File: src/rtl/core/tlik_isqrt.sv
// Pipelined floor integer square root: one result bit per cell.
module tlik_isqrt #(
    parameter int InW = 58,
    parameter int SideW = 64
) (
    input  logic                 i_clk,
    input  logic                 i_en,
    input  logic [InW-1:0]       i_v,
    input  logic [SideW-1:0]     i_side,
    output logic [InW/2-1:0]     o_root,
    output logic [SideW-1:0]     o_side
);
    localparam int OutW = InW / 2;
    localparam int RemW = OutW + 2;

    logic [InW-1:0]   r_v   [OutW+1];
    logic [RemW-1:0]  r_rem [OutW+1];
    logic [OutW-1:0]  r_q   [OutW+1];
    logic [SideW-1:0] r_sd  [OutW+1];

    always_comb begin
        r_v[0]   = i_v;
        r_rem[0] = '0;
        r_q[0]   = '0;
        r_sd[0]  = i_side;
    end

    // Each cell brings down two bits and decides one root bit.
    for (genvar k = 0; k < OutW; k++) begin : g_cell
        logic [RemW-1:0] trial, cur;
        assign cur   = {r_rem[k][RemW-3:0], r_v[k][InW-1 -: 2]};
        assign trial = {r_q[k], 2'b01};
        always_ff @(posedge i_clk) begin
            if (i_en) begin
                r_v[k+1]  <= r_v[k] << 2;
                r_sd[k+1] <= r_sd[k];
                if (cur >= trial) begin
                    r_rem[k+1] <= cur - trial;
                    r_q[k+1]   <= {r_q[k][OutW-2:0], 1'b1};
                end else begin
                    r_rem[k+1] <= cur;
                    r_q[k+1]   <= {r_q[k][OutW-2:0], 1'b0};
                end
            end
        end
    end

    assign o_root = r_q[OutW];
    assign o_side = r_sd[OutW];
endmodule

File: config.mk
export PLATFORM = sky130hd
export DESIGN_NAME = tlik_isqrt
export DESIGN_NICKNAME = d
export VERILOG_FILES = /design/src/rtl/core/tlik_isqrt.sv
export SDC_FILE = /design/constraint.sdc
export NUM_CORES = 2
export LEC_CHECK = 0
export ABC_AREA = 1
export ABC_CLOCK_PERIOD_IN_PS = 2620
export BUFFER_PORTS_ARGS = -buffer_cell sky130_fd_sc_hd__buf_2
export CAP_MARGIN = 40
export CORE_UTILIZATION = 35
export DETAILED_ROUTE_END_ITERATION = 16
export PLACE_DENSITY = 0.58
export SYNTH_ARGS = -nofsm -noshare
export SYNTH_HDL_FRONTEND = slang
export SYNTH_SLANG_ARGS = --single-unit
File: constraint.sdc
create_clock -name i_clk -period 2.62 [get_ports i_clk]
set_input_delay 0.524 -clock i_clk [delete_from_list [all_inputs] [get_ports i_clk]]
set_output_delay 0.524 -clock i_clk [all_outputs]
set_load 0.01 [all_outputs]
==> results.toml <==
[sta]
period_share_pct = 96.0
rsz0062_at_grt = "yes"
setup_viol = 0
finalSetupTns_ns = 0
drv_slew = 0
slew_headroom_pct = 47.2
skew_ns = 0.0474
worst_slack_ns = 0.105
min_period_ns = 2.52
worst_pin_slew_ns = 0.792
final_hold_viol_count = 0
max_freq_ghz = 0.398

[worst_hold_path]
hold_class = "in -> reg"

[clocking]
ctsRootBufferMaster = "clkbuf_16"
cts_tree = "done"
cts.clk_slew.worst_paths_ns = 0.06
cts_buffers = 411
clockBufferDepth = 4
htreeDepth = 5
clkLatencyLatePin_ns = 0.99
cts.sinks = 3860

[logic_synthesis]
synth_edf_count = 3860
ys_ff_latch = 3860
syn_nets = 15000
syn_avg_cell_area_um2 = 11.5
yosysWarnings = 0
yosysTopAreaCell = "edfxtp_1"
synthTopCellsByArea = "edfxtp_1 (70%), nand2_1 (9.4%), inv_1 (4.9%)"
synth-main-ff-cell = "edfxtp_1"
synth_most_common_cell = "nand2_1"
postSynth.asyncResetShare_pct = 0
syn_area_um2 = 166000
synth_top_cell_area_share_pct = 69.9
synth.distinct_cells = 55
ys_seq_area_share_pct = 69.9
synth_cells = 14400
yosys-top-cells-count = "nand2_1 (4141), edfxtp_1 (3860), inv_1 (2165)"

[global_routing]
grt_overflow_total = 0
grt_pass1_wl_mm = 582
antenna_found_initial = 5
grt_max_degree = 110
grt.total_usage_pct = 15.6
grt_pass1_vias = 98900

[job]
cap_violations = 0

[cells_and_area]
drive_above_1_share_pct = 11.3
layout.nets = 16300
stdcell_count = 22300
area_growth_pct = 17.6
nFillCells = 44600

[critical_path]
critPathMaxFanout = 25
endpoint_kind = "flip-flop"
critPathArrivalTime_ns = 3.28
crit_type = "reg -> reg"
critPathRequiredTime_ns = 3.39
start_kind = "flip-flop"
r2r_slack_ns = 0.10

[pwr]
power_w = 0.160
p_leak_nw = 80.3
p_per_area_nw_per_um2 = 822
vdd_drop_max_v = 0.000543

[floorplanning]
core_um2 = 471000
die_y_um = 690
die_w_um = 690
dieArea_um2 = 476000
start_util_pct = 35.2
row_count = 252
num_io_pins = 217

[place]
post-place-ws_ns = -0.336
portBuffers = 216
dp_hpwl_mm = 282
gp_congestion = 0.905
dp.cells = 21400

[detailed_routing]
dr.pass1.iters = 7
drc_errors = 0
routed_wl_mm = 383
drt_iter0_markers = 7716
post_drt_via_cell_ratio = 4.55
vias = 101000
ant_nets = 0
wl_per_cell_um = 17.2

[outcome]
status = "finished clean"
## flip-flops by register name (all words and copies together) (netlist names)
| signal | flops |
|---|---|
| r_sd | 1792 |
| g_cell.cur | 813 |
| r_v | 756 |
| g_cell.trial | 406 |
| o_side | 64 |
| o_root | 29 |
## final timing paths
kind	startpoint	to	depth (start not counted)
hold / removal	i_side[60]	r_sd[1852]	2
hold reg to reg	r_sd[1044]	r_sd[980]	0
setup reg to reg	g_cell[8].cur[4]	g_cell[9].cur[12]	9
setup / recovery	g_cell[8].cur[4]	g_cell[9].cur[12]	9
## cell usage in the layout, fill, tap and decap left out, types with 194 or more instances in the layout
| cell | n |
|---|---|
| ha_1 | 447 |
| nand2_1 | 4127 |
| buf_2 | 215 |
| nand3_1 | 740 |
| clkbuf_16 | 419 |
| a21oi_1 | 451 |
| o21ai_0 | 229 |
| inv_1 | 2165 |
| edfxtp_1 | 3860 |
| nor2_1 | 985 |
| xor2_1 | 194 |
| buf_4 | 656 |
## report_power, final
group	internal (W)	switching [W]
Sequential	0.0745	0.00307
Combinational	0.00915	0.0164
Clock	0.0329	0.0243
Total	0.117	0.0438
## cell type report
| class | count | area [um2] | area share, % |
|---|---|---|---|
| tap | 6223 | 7790 | 3.99 |
| sequential | 3860 | 116000 | 59.5 |
| antenna | 1 | 2.50 | 0.00128 |
| multi-input combinational | 8154 | 40700 | 20.9 |
| inverter | 2205 | 8290 | 4.25 |
| clock buffer | 496 | 10800 | 5.52 |
| clock inverter | 254 | 2590 | 1.33 |
| timing repair buffer | 1080 | 8900 | 4.57 |
## cells by family after synthesis
logic type	count (synthesis)	synth area share, %
other cells	1	0.00226
fa+ha+maj	467	3.53
xor+xnor	317	1.68
flops	3860	69.9
simple gates	6437	16.0
compound gates	931	3.06
buf+inv	2377	5.76
## metrics by stage
step	hold slack (ns)	area (um2)	utilization [%]
after floorplan	0.400	166000	-
after detailed placement	0.405	180000	38.1
after CTS	0.105	194000	41.2
final	0.248	195000	41.3
after global routing	0.150	195000	41.3
after global placement	0.400	180000	38.1
## critical path, stage by stage, from the launching register on
cell and delay (ns):
edfxtp_1 0.48, ha_1 0.41, nand2_1 0.15, nor2_1 0.21, nand4_1 0.22, nor2_2 0.22
nor2_1 0.11, buf_12 0.17, buf_4 0.15, a21oi_1 0.20
## routing by layer
| metal | vias up | GRT usage, % | part of all wire (%) |
|---|---|---|---|
| li1 | 50900 | - | - |
| met3 | 602 | 2.07 | 4.2 |
| met5 | - | 0 | 0.0034 |
| met1 | 47800 | 21.2 | 46 |
| met4 | 2 | 4.73 | 3.3 |
| met2 | 2008 | 26.0 | 47 |
## what timing repair did
| item | CTS | global route |
|---|---|---|
| cloned | 0 | 2 |
| gates resized for setup | 14 | 91 |
| hold endpoints to repair | 124 | 0 |
| hold buffers | 124 | 0 |
| endpoints found under the setup margin | 31 | 238 |
| pin swaps | 0 | 4 |
| buffers inserted | 3 | 17 |
Power figures use the tool's default switching activity.
